`src/sv/lbs_pkg.sv`:
```
// ----------------------------------------------------------------------------
// lbs_pkg
// Shared constants and types for the linear blend skinning unit.
// ----------------------------------------------------------------------------
package lbs_pkg;

   localparam int NUM_BONES_DEF      = 64;
   localparam int MAX_INFLUENCES_DEF = 4;
   localparam int PACKED_JOINTS      = 4;
   localparam int ELEMS_PER_BONE     = 12;
   localparam int BONE_W             = 6;
   localparam int WEIGHT_W           = 16;
   localparam int DATA_W             = 32;

   // command codes
   localparam logic CMD_WRITE = 1'b0;
   localparam logic CMD_SKIN  = 1'b1;

   // one bone matrix, element row*3+column
   typedef logic signed [DATA_W-1:0] matrix_type [ELEMS_PER_BONE];

   // per-lane result handed to the merge stage
   typedef struct packed {
      logic signed [63:0] cx;
      logic signed [63:0] cy;
      logic signed [63:0] cz;
   } lane_result_type;

endpackage

```
`src/sv/lbs_merge.sv`:
```
// ----------------------------------------------------------------------------
// lbs_merge
// Sums the lane contributions and saturates to signed Q16.16.
// ----------------------------------------------------------------------------
module lbs_merge
   import lbs_pkg::*;
#(
   parameter int LANES = MAX_INFLUENCES_DEF
) (
   input  lane_result_type          lanes [LANES],
   output logic signed [DATA_W-1:0] out_x,
   output logic signed [DATA_W-1:0] out_y,
   output logic signed [DATA_W-1:0] out_z,
   output logic                     saturated
);

   logic signed [66:0] sx, sy, sz;
   logic ox_hi, ox_lo, oy_hi, oy_lo, oz_hi, oz_lo;

   // sum over lanes
   always_comb begin
      sx = '0; sy = '0; sz = '0;
      for (int l = 0; l < LANES; l++) begin
         sx = sx + 67'(lanes[l].cx);
         sy = sy + 67'(lanes[l].cy);
         sz = sz + 67'(lanes[l].cz);
      end
   end

   // clamp
   assign ox_hi = sx > 67'sh7FFFFFFF;
   assign ox_lo = sx < -67'sh80000000;
   assign oy_hi = sy > 67'sh7FFFFFFF;
   assign oy_lo = sy < -67'sh80000000;
   assign oz_hi = sz > 67'sh7FFFFFFF;
   assign oz_lo = sz < -67'sh80000000;
   assign out_x = ox_hi ? 32'sh7FFFFFFF : ox_lo ? 32'sh80000000 : sx[31:0];
   assign out_y = oy_hi ? 32'sh7FFFFFFF : oy_lo ? 32'sh80000000 : sy[31:0];
   assign out_z = oz_hi ? 32'sh7FFFFFFF : oz_lo ? 32'sh80000000 : sz[31:0];
   assign saturated = ox_hi | ox_lo | oy_hi | oy_lo | oz_hi | oz_lo;

endmodule

```
`config.mk`:
```
export PLATFORM = sky130hd
export DESIGN_NAME = lbs_merge
export DESIGN_NICKNAME = d
export VERILOG_FILES = /design/src/sv/lbs_pkg.sv /design/src/sv/lbs_merge.sv
export SDC_FILE = /design/constraint.sdc
export NUM_CORES = 1
export LEC_CHECK = 0
export BUFFER_PORTS_ARGS = -buffer_cell sky130_fd_sc_hd__clkbuf_2
export CAP_MARGIN = 20
export CORE_AREA = 3 3 331 333
export DETAILED_ROUTE_END_ITERATION = 8
export DIE_AREA = 0 0 334 336
export PLACE_DENSITY_LB_ADDON = 0.25
export SYNTH_ARGS = -nofsm -noshare
export SYNTH_HDL_FRONTEND = slang
export SYNTH_SLANG_ARGS = --single-unit
export TNS_END_PERCENT = 1
```
`constraint.sdc`:
```
create_clock -name vclk -period 16.54
set_clock_uncertainty 0.05 [all_clocks]
set_input_delay 0.827 -clock vclk [all_inputs]
set_output_delay 0.827 -clock vclk [all_outputs]
set_load 0.01 [all_outputs]
```
# Yosys cells after proc, flatten, opt, wreduce, memory -nomap -nowiden
# Cells that the tools add are included.
# classes
add_sub_neg	9
multipliers	0
n_div	0
n_lt_le_gt_ge	6
n_eq_ne	0
shifts	0
muxes	6
n_bitwise	5
reduce_logical	0
# ops
operator	count
$add A66 B64 Y67	3
$gt A67 B32 Y1 const B	3
$lt A67 B32 Y1 const B	3
$add A65 B64 Y66	3
$add A64 B64 Y65	3
$mux W32	6
$or A1 B1 Y1	5
# totals
ff_bits	0
latch_bits	0
ram_bits	0
romBits	0
inputBits	768
output_inout_bits	97
wordCells	26
memories	0

# Depth between registers and ports, before layout
# Gate-level depths: netlist (run 1).
# depth
depth_word	9
ltp_mapped	21
ltp_nobuf	19

# Least setup slack after synthesis (run 1)
# OpenSTA, ideal clock, no wires.
# synth_path
kind	input to output
start	input port lanes[1] in the netlist's numbering
end	output port out_z[27]
arrival_time_ps	5833
required_ps	15663
slack_ps	9830
cell_stages	21
path_buffers	2
path_cell_list	inv_1 fa_1 fa_1 inv_1 ha_1 fa_1 a211oi_1 o211ai_1 nand3_1 a2111oi_4 or3_2 a31o_2 xnor2_1 or3_1 or4_1 nor4_2 nand4_1 and2_1 buf_6 buf_6 o21ai_2
# synth_between
elab_chain_len	4
word_cells_on_any_way	5
cone_classes	1 x add/sub; 2 x order compare; 2 x mux
# synth_rtl
item	line_no	text
from (decl)	lbs_merge.sv:10	input lane_result_type lanes [LANES],
$add A66 B64 Y67 (*)	lbs_merge.sv:26	sz = sz + 67'(lanes[l].cz);
$lt A67 B32 Y1	lbs_merge.sv:36	assign oz_lo = sz < -67'sh80000000;
$mux W32	lbs_merge.sv:39	assign out_z = oz_hi ? 32'sh7FFFFFFF : oz_lo ? 32'sh80000000 : sz[31:0];
$mux W32 (*)	lbs_merge.sv:39	
to (decl)	lbs_merge.sv:13	output logic signed [DATA_W-1:0] out_z,
# Mark *: on every way between the ends. The rest lies on a longest branch, timed or not.

# Worst setup path after layout (run 1)
# layout_path
start	input port lanes[138] in the netlist's numbering
end	output port out_x[13]
# layout_between
elab_chain_len	4
word_cells_on_any_way	5
cone_classes	1 x add/sub; 2 x order compare; 2 x mux
# layout_rtl
item	line_no	text
$add A66 B64 Y67 (*)	lbs_merge.sv:24	sx = sx + 67'(lanes[l].cx);
$lt A67 B32 Y1	lbs_merge.sv:32	assign ox_lo = sx < -67'sh80000000;
$mux W32	lbs_merge.sv:37	assign out_x = ox_hi ? 32'sh7FFFFFFF : ox_lo ? 32'sh80000000 : sx[31:0];
$mux W32 (*)	lbs_merge.sv:37	
to (decl)	lbs_merge.sv:11	output logic signed [DATA_W-1:0] out_x,
# Marks and branches as above.

==> results summary, run 1 <==
In the routed design, unresolved DRC markers number 0. The routed length per placed instance came out at 19.9 um. The first detailed-routing pass ran for 5 iterations. The total routed wirelength is 107,000 um. The required time of the worst setup path is 15,660 ps. The count of pins on the block boundary is 865. The relative max-transition margin is 0.212.

The final HPWL from detailed placement came out at 99,900 um. The combined buffer and inverter count along the critical path is 6. The final critical-path share of the clock period came out at 0.543.

The mean area per synthesized cell came out at 7.48 um2. The highest clock frequency the design can meet came out at 111 MHz. The maximum single-stage delay on the critical path is 1050 ps.

The library cell with the highest instance count after synthesis is inv_1. The number of global-route vias before repair is 26,200. STA classifies the critical path endpoint as a primary output. From synthesis to final layout, the design area changed by 23.9%.

The initial utilization of the core area, before any placement, comes to 0.225. The net count of the mapped netlist is 4,573. The die height is 336 um.

The number of hold buffers added after cts is 0. The routability-driven placement congestion ratio came out at 0.938. The number of warnings issued by yosys is 0.

The slowest stage of the critical path is the a2111oi_0 cell. In this run, distinct cell masters in the synthesized netlist total 81. Setup repair after global routing left no endpoint under its margin. The arrival time of data at the critical path endpoint came out at 8100 ps. There are 0 flip-flops and latches. The number of violations reported at the end of detailed-routing iteration 0 is 1,723.

The final sum of negative setup slack is 0 ps. The startpoint-to-endpoint class of the critical path is input pin to primary output. The via count normalized by instance count came out at 4.72.

The number of setup buffers added after CTS is 0. Sorting the synthesized cells by area gives the leading types as fa_1 (32%), inv_1 (11%), ha_1 (10%). The proportion of synthesized chip area in sequential cells came out at 0.

The fraction of final layout cells sized beyond drive strength 1 is 0.232. The number of buffers added on ports came out at 865. On the critical path the largest part of the delay comes from compound AO/OA/AOI/OAI gates.

The minimum clock period after layout is 8980 ps. The total of clock buffers placed in the layout came out at 0. The tightest min-delay check is of the input pin to primary output type. The die area is 112,000 um2. The all-layer global routing usage came out at 0.182. The net count of the finished layout is 5,340.

The number of instances resized during post-cts repair is 0. Synthesis produced a netlist whose cell count is 3,220. Ranked by instance count, the synthesized netlist is headed by inv_1 (734), fa_1 (387), a21oi_1 (258). Setup violations remaining at the end of the flow were counted as 0. The number of hold-slack violations in the final timing report came out at 0. The kind of start point of the critical path is an input pin.

The top cell type's share of synthesized area is 0.322. Across all layers, the routed design uses 25,400 vias. The die width came out at 334 um. The flow ran to the end, and the final reports show no timing, DRC or antenna violations.

In this run the remaining antenna-violating nets after routing total 0. The sequential cell area in the final layout came out at 0 um2. The number of antenna violations at the first check in global routing is 3. The actual transition at the worst max-transition pin came out at 1150 ps. The max-capacitance violation count is 0. The maximum fanout along the worst path is 19. Entering global routing, the biggest net connects 30 pins. The first global-routing pass estimated 157,000 um of wire.

The floorplan core area came out at 107,000 um2. Traced cell by cell, the critical path runs through clkbuf_2 -> inv_1 -> fa_1 -> inv_1 -> fa_1 -> ha_1 -> and3_1 -> nand4_1 -> nor3_1 -> o31a_1 -> o21ai_1 -> a2111oi_0 -> o21ai_0 -> o21ai_1 -> xor2_1 -> buf_4 -> nand4_1 -> nor4_2 -> a31oi_4 -> o21ai_0 -> buf_4 -> clkbuf_2. The total grt overflow came out at 0. The row count came out at 120.

The area of the mapped netlist is 24,100 um2. The cell accounting for the most synthesized area is fa_1. At the end of the flow the core is filled with cells to 0.279. The max-slew violation count was 0.
==> stage by stage <==
stage / instance area (um2) / setup WS [ps] / cells / hold slack (ps)
5_1_grt: 29800 / 7220 / 5388 / 2150
3_5_place_dp: 29800 / 7610 / 5387 / 2110
4_1_cts: 29800 / 7570 / 5387 / 2120
6_report: 29800 / 7560 / 5390 / 2120
3_3_place_gp: 29800 / 6930 / 5385 / 2110
2_1_floorplan: 24100 / 9830 / 3220 / 1910
==> final timing paths <==
kind | startpoint | to | slack (ps) | depth (start not counted)
setup / recovery | lanes[138] | out_x[13] | 7560 | 22
hold / removal | lanes[576] | out_z[0] | 2120 | 5
==> logic make-up (layout without fill, tap and decap cells) <==
logic type                 count (synthesis)  in the layout  synth area share
buffers and inverters                    849           1614             0.134
AOI/OAI and AO/OA                        832            832             0.216
and+or+nand+nor                          778            778             0.160
adders and majority gates                585            585             0.425
xor gates and xnor gates                 169            169            0.0615
muxes                                      7              7           0.00296
other                                      0              2                 0
==> per-layer routing <==
layer,global-route usage,up-vias,part of all wire
met2,0.330,849,0.50
met3,0.0232,61,0.060
met4,0.0285,2,0.019
met5,0,-,0.00012
met1,0.235,12300,0.42
li1,-,12200,-
==> worst min-delay path: cells and delay by family <==
kind / cells / cell delay (ps)
adders and majority gates: 1 / 120
AOI/OAI and AO/OA: 1 / 130
buffers and inverters: 3 / 270
==> cell usage in the layout, fill, tap and decap left out, drive strengths merged, types with 10 or more instances in the layout <==
cell / n
clkbuf: 866
inv: 734
fa: 387
a21oi: 263
nand2: 256
o21ai: 230
ha: 198
nor2: 152
xnor2: 92
nand4: 85
xor2: 77
a21o: 74
nand3: 54
nor3: 39
a31oi: 35
o21bai: 34
nor4: 33
o211ai: 31
o21a: 27
nor2b: 24
or3: 24
a211oi: 23
and2: 22
o31ai: 21
and3: 20
and4: 15
buf: 14
nand2b: 13
a21boi: 10
==> layout make-up <==
class | instances | area, um2
antenna | 2 | 5.00
tap | 1403 | 1760
timing repair buffer | 880 | 4440
fill | 12000 | 77100
multi-input combinational | 2371 | 20900
inverter | 734 | 2760
==> inputs of run 2 (changes only) <==
CORE_AREA = 3 3 333 335   (was 3 3 331 333)
DIE_AREA = 0 0 336 338   (was 0 0 334 336)
clock period = 7.5 ns   (was 16.54 ns; I/O delays follow)
==> run 2 against run 1 <==
- flip-flop and latch count stayed put
- global-route usage is 0.066 points lower
- critical path depth stayed put
- die area is 1.2% higher
- first-iteration DRC count is 1.9% lower
- core utilization is 0.062 points lower
- wire length is 1.3% higher
- non-clock buffer count is 38 higher
- largest cell class unchanged
- highest routed layer unchanged
==> results summary, run 2 (same netlist as run 1, synthesis figures left out) <==
Status: finished clean (unchanged). The max-slew violation count is 0 (unchanged). The area overhead of the layout relative to synthesis is 25.4% (was 23.9%). The routed length per placed instance came out at 20.0 um (was 19.9 um). The sequential cell area in the final layout was 0 um2 (unchanged).

The remaining routing DRC violations is 0 (unchanged). The routed design could run at a clock period as short as 7220 ps. The share of power burned in the clock network is 0. The worst hold path startpoint is lanes[576] (unchanged). The launching element of the worst setup path is lanes[272] (was lanes[138]). The fraction of final layout cells sized beyond drive strength 1 is 0.239 (was 0.232). The end point of the critical path is out_y[13] (was out_x[13]). The number of global-route vias before repair is 26,100 (was 26,200). In the finished design, the share of the clock period the worst path needs comes to 0.963. The effective utilization at floorplan is 0.222 (was 0.225). The critical path endpoint category is a primary output (unchanged).

The routability-driven placement congestion ratio is 0.956 (was 0.938). The final net count came out at 5,378 (was 5,340). The maximum ir drop on the vdd rail came out at 140 uV. The via count normalized by instance count came out at 4.70 (was 4.72). The number of nets with antenna violations after detailed routing is 0 (unchanged). The finished layout cell area came out at 30,200 um2 (was 29,800 um2).

The required time of the worst setup path is 7070 ps (was 15,660 ps). The number of placed instances with taps included came out at 5,437 (was 5,387). Unrepaired setup endpoints after global routing: no (unchanged). The switching share of total power is 0.634. The post-detailed-placement cell area is 30,200 um2 (was 29,800 um2). The die width was 336 um (was 334 um). The internal power summed over all cells came out at 2980 uW. The worst min-delay path class is input pin to primary output (unchanged). The relative max-transition margin came to 0.423 (was 0.212).

The ratio of total power to cell area came out at 270 nW/um2. The slowest cell on the critical path was o31ai_1 (was a2111oi_0). The all-layer global routing usage came out at 0.182 (about the same).

The floorplan core area came out at 108,000 um2 (was 107,000 um2). The share of total power dissipated in sequential elements is 0. The arrival time of data at the critical path endpoint came out at 6790 ps (was 8100 ps). The startpoint-to-endpoint class of the critical path is input pin to primary output (unchanged). The kind of start point of the critical path is an input pin (unchanged). The portion of total power attributed to combinational logic is 1.000. The maximum single-stage delay on the critical path is 690 ps (was 1050 ps). The largest net degree at the start of global routing is 30 (unchanged). The final-report setup violation count is 0 (unchanged). The total setup buffers inserted after CTS came out at 0 (unchanged). The count of TritonRoute iterations in the first routing pass is 5 (unchanged). The number of hold buffers added after cts is 0 (unchanged). The number of hold-slack violations in the final timing report came out at 0 (unchanged). The final sum of negative setup slack is 0 ps (unchanged). Ordered cell list for the critical path: clkbuf_2 -> inv_1 -> fa_1 -> fa_1 -> inv_1 -> ha_1 -> nand4_1 -> nor3_1 -> nand4_1 -> a2111oi_1 -> buf_4 -> o21bai_1 -> and3_1 -> a311oi_1 -> nand4_1 -> nor4_1 -> nand3_1 -> nor4_1 -> a21oi_2 -> buf_8 -> o31ai_1 -> clkbuf_2 (was clkbuf_2 -> inv_1 -> fa_1 -> inv_1 -> fa_1 -> ha_1 -> and3_1 -> nand4_1 -> nor3_1 -> o31a_1 -> o21ai_1 -> a2111oi_0 -> o21ai_0 -> o21ai_1 -> xor2_1 -> buf_4 -> nand4_1 -> nor4_2 -> a31oi_4 -> o21ai_0 -> buf_4 -> clkbuf_2). The row count is 121 (was 120). The total routed wirelength is 109,000 um (was 107,000 um).

The count of pins on the block boundary was 865 (unchanged). The actual transition at the worst max-transition pin is 866 ps (was 1150 ps). The wire length of the first global-routing pass is 158,000 um (was 157,000 um).

Most frequent cells in the layout: clkbuf_2 (865), inv_1 (734), fa_1 (387), a21oi_1 (257), nand2_1 (254) (was clkbuf_2 (866), inv_1 (734), fa_1 (387), a21oi_1 (257), nand2_1 (254)). The number of violations reported at the end of detailed-routing iteration 0 came to 1,691 (was 1,723). The cell occurring most often along the worst timing path is nand4_1. The die height is 338 um (was 336 um).

The die area is 114,000 um2 (was 112,000 um2). For this design the static power due to leakage is 0.0157 uW. The switching power summed over all nets is 5180 uW.

The total number of vias was 25,600 (was 25,400). The final HPWL from detailed placement came out at 101,000 um (was 99,900 um). The max-capacitance violation count is 0 (unchanged).

The highest clock frequency the design can meet came out at 139 MHz. The maximum fanout along the worst path came to 24 (was 19). The number of sequential cells is 0 (unchanged). The number of instances resized during post-cts repair came out at 0 (unchanged). The total of clock buffers placed in the layout is 0 (unchanged). The number of buffers added on ports came to 865 (unchanged). The number of antenna violations at the first check in global routing was 6 (was 3). The total grt overflow came to 0 (unchanged). The number of non-filler instances in the completed layout is 5,439 (was 5,390). The total power after layout came out at 8160 uW. The most common library cell in the layout ignoring fill and taps is clkbuf_2 (unchanged).
==> run 2: cell count changes in the layout (fill, tap and decap cells not counted) <==
cell	previous run	this run
buf_4	14	48
buf_12	0	4
a31oi_2	1	2
a31oi_4	1	0
buf_8	0	1
clkbuf_2	866	865
==> run 2: final cells by class <==
class	count	area, um2
inverter	734	2760
fill	12100	78200
multi-input combinational	2371	20900
tap	1414	1770
antenna	2	5.00
timing repair buffer	918	4780
==> run 2: worst min path at each step <==
stage	endpoint	cells past startpoint
after floorplan	out_z[0]	3
after global placement	out_z[0]	5
after detailed placement	out_z[0]	5
after CTS	out_z[0]	5
after global routing	out_z[0]	5
final	out_z[0]	5
==> run 2: metal layers <==
metal,GRT usage,share of wire,vias up
met5,0,0.00023,-
met4,0.0414,0.027,4
met3,0.0194,0.055,92
met2,0.321,0.49,862
met1,0.237,0.43,12300
li1,-,-,12300
==> run 2: critical path: cells and delay by family <==
family / cells / cell delay, ps
fa+ha+maj: 3 / 1520
simple gates: 8 / 1940
compound gates: 5 / 2020
buf+inv: 6 / 960
==> run 2: metrics by stage <==
stage	hold WS, ps	utilization	setup WS [ps]
2_1_floorplan	1010	-	1690
3_3_place_gp	1180	0.278	101
3_5_place_dp	1190	0.278	206
4_1_cts	1190	0.278	190
5_1_grt	1230	0.278	14.2
6_report	1190	0.278	280
==> run 2: power by group through the flow <==
| stage | sequential (uW) | combinational [uW] | clock, uW |
|---|---|---|---|
| 2_1_floorplan | 0 | 5120 | 0 |
| 3_3_place_gp | 0 | 8140 | 0 |
| 3_5_place_dp | 0 | 8110 | 0 |
| 4_1_cts | 0 | 8160 | 0 |
| 5_1_grt | 0 | 8970 | 0.0000178 |
| 6_report | 0 | 8160 | 0.0000359 |
Note: power is estimated with default switching activity, not from simulation.
==> inputs of run 3 (changes only) <==
CORE_AREA = 3 3 334 336   (was 3 3 333 335)
DIE_AREA = 0 0 337 339   (was 0 0 336 338)
==> run 3 against run 2 <==
- largest power group unchanged
- core utilization down 0.27 points
- highest routed layer unchanged
- critical endpoint is now out_y[3]
- sequential share of layout area unchanged
- final cell count down 0.29%
==> results summary, run 3 (same netlist as run 1, synthesis figures left out) <==
The all-layer global routing usage was 0.183 (was 0.182). The minimum clock period after layout is 7070 ps (was 7220 ps). Unrepaired setup endpoints after global routing: no (unchanged).

The post-route worst setup slack came to 429 ps (was 280 ps). The ratio of total power to cell area came out at 267 nW/um2 (was 270 nW/um2). The worst setup slack before clock tree synthesis is 329 ps (was 206 ps). The number of antenna violations at the first check in global routing came to 5 (was 6). The number of sequential cells came out at 0 (unchanged). The routed length per placed instance came out at 20.1 um (was 20.0 um). The highest clock frequency the design can meet was 141 MHz (was 139 MHz). The number of nets with antenna violations after detailed routing came out at 0 (unchanged).

The share of the core filled with cells came out at 0.276 (was 0.278). The max-capacitance violation count came out at 0 (unchanged). The filler cell count in the final layout came to 12,200 (was 12,100).

The worst min-delay path class is input pin to primary output (unchanged). The max-slew violation count came out at 0 (unchanged). The row count came to 121 (unchanged). The number of violations reported at the end of detailed-routing iteration 0 came to 1,567 (was 1,691). The maximum fanout along the worst path came out at 16 (was 24). Most frequent cells in the layout: clkbuf_2 (865), inv_1 (734), fa_1 (387), a21oi_1 (257), nand2_1 (254) (unchanged). The arrival time of data at the critical path endpoint was 6650 ps (was 6790 ps). The final-report setup violation count is 0 (unchanged). The total setup buffers inserted after CTS is 0 (unchanged). The die width came out at 337 um (was 336 um). Status: finished clean (unchanged).

The kind of start point of the critical path is an input pin (unchanged). The total number of vias is 25,300 (was 25,600). The count of TritonRoute iterations in the first routing pass is 7 (was 5). The final sum of negative setup slack is 0 ps (unchanged).

The total of clock buffers placed in the layout came out at 0 (unchanged). The diode insertion count for antenna repair is 0 (was 2). The fraction of final layout cells sized beyond drive strength 1 is 0.237 (was 0.239).

The wire length of the first global-routing pass is 159,000 um (was 158,000 um). The remaining routing DRC violations came to 0 (unchanged). The die height is 339 um (was 338 um). The number of hold-slack violations in the final timing report came out at 0 (unchanged). The critical path endpoint category was a primary output (unchanged). The maximum ir drop on the vdd rail is 126 uV (was 140 uV). The most common library cell in the layout ignoring fill and taps is clkbuf_2 (unchanged). The area overhead of the layout relative to synthesis is 24.7% (was 25.4%). The largest net degree at the start of global routing is 33 (was 30). The total grt overflow is 0 (unchanged).

The relative max-transition margin came out at 0.338 (was 0.423). The final HPWL from detailed placement is 102,000 um (was 101,000 um). The total leakage power came out at 0.0156 uW (was 0.0157 uW). The final critical-path share of the clock period came out at 0.943 (was 0.963). The die area is 114,000 um2 (about the same). The number of global-route vias before repair came out at 26,100 (about the same).

The total routed wirelength came out at 109,000 um (about the same). The count of pins on the block boundary is 865 (unchanged). The floorplan core area is 109,000 um2 (was 108,000 um2). The via count normalized by instance count is 4.66 (was 4.70). The effective utilization at floorplan is 0.221 (was 0.222). The required time of the worst setup path came out at 7070 ps (about the same). The number of buffers added on ports is 865 (unchanged).

The routability-driven placement congestion ratio is 0.943 (was 0.956). The sequential cell area in the final layout is 0 um2 (unchanged). The startpoint-to-endpoint class of the critical path is input pin to primary output (unchanged). The final net count is 5,364 (was 5,378). The actual transition at the worst max-transition pin is 992 ps (was 866 ps).
[run 3: cell count changes in the layout (fill, tap and decap cells not counted), sizes merged]
cell   change
diode      -2
buf       -14
[run 3: routing by layer]
layer / vias to the layer above / part of all wire / global-route usage
met3: 86 / 0.065 / 0.0268
met5: - / 0.00025 / 0
met4: 4 / 0.022 / 0.0331
met1: 12000 / 0.42 / 0.231
met2: 921 / 0.50 / 0.330
li1: 12200 / - / -
[run 3: worst max-delay path: stages]
cell and delay, ps:
clkbuf_2 80, inv_1 140, fa_1 510, fa_1 530, inv_1 40, ha_1 430
nand4_1 250, nor3_1 300, nand4_1 210, a2111oi_1 510, buf_4 200, o21bai_1 140
and3_1 230, a311oi_1 450, nand4_1 170, nor4_1 210, nand3_1 140, nor4_1 520
a21oi_2 370, buf_4 310, o21ai_0 320, clkbuf_2 210
[run 3: path summary, 6_finish.rpt]
path | start | end | cells after the start
setup / recovery | lanes[272] | out_y[3] | 22
hold / removal | lanes[704] | out_x[0] | 5
[run 3: repair_timing]
action                                  4_1_cts  5_1_grt
hold buffers                                  0        0
endpoints found under the setup margin        0        1
resized for setup                             0        1
[run 3: metrics by stage]
stage                     hold slack, ps  area, um2  std cells  total power (uW)
after floorplan                     1010      24100       3220              5120
final                               1180      30000       5423              8030
after global placement              1180      30000       5423              8020
after CTS                           1180      30000       5423              8030
after global routing                1260      30000       5423              8830
after detailed placement            1180      30000       5423              7980
[run 3: where the power goes]
part           internal, uW  total (uW)  switching, uW
sequential                0           0              0
combinational          2900        8030           5130
clock                     0           0              0
total                  2900        8030           5130
[run 3: cell type report]
class,count,area [um2],share of cell area
inverter,734,2760,0.0918
tap,1414,1770,0.0589
timing repair buffer,904,4620,0.154
multi-input combinational,2371,20900,0.695
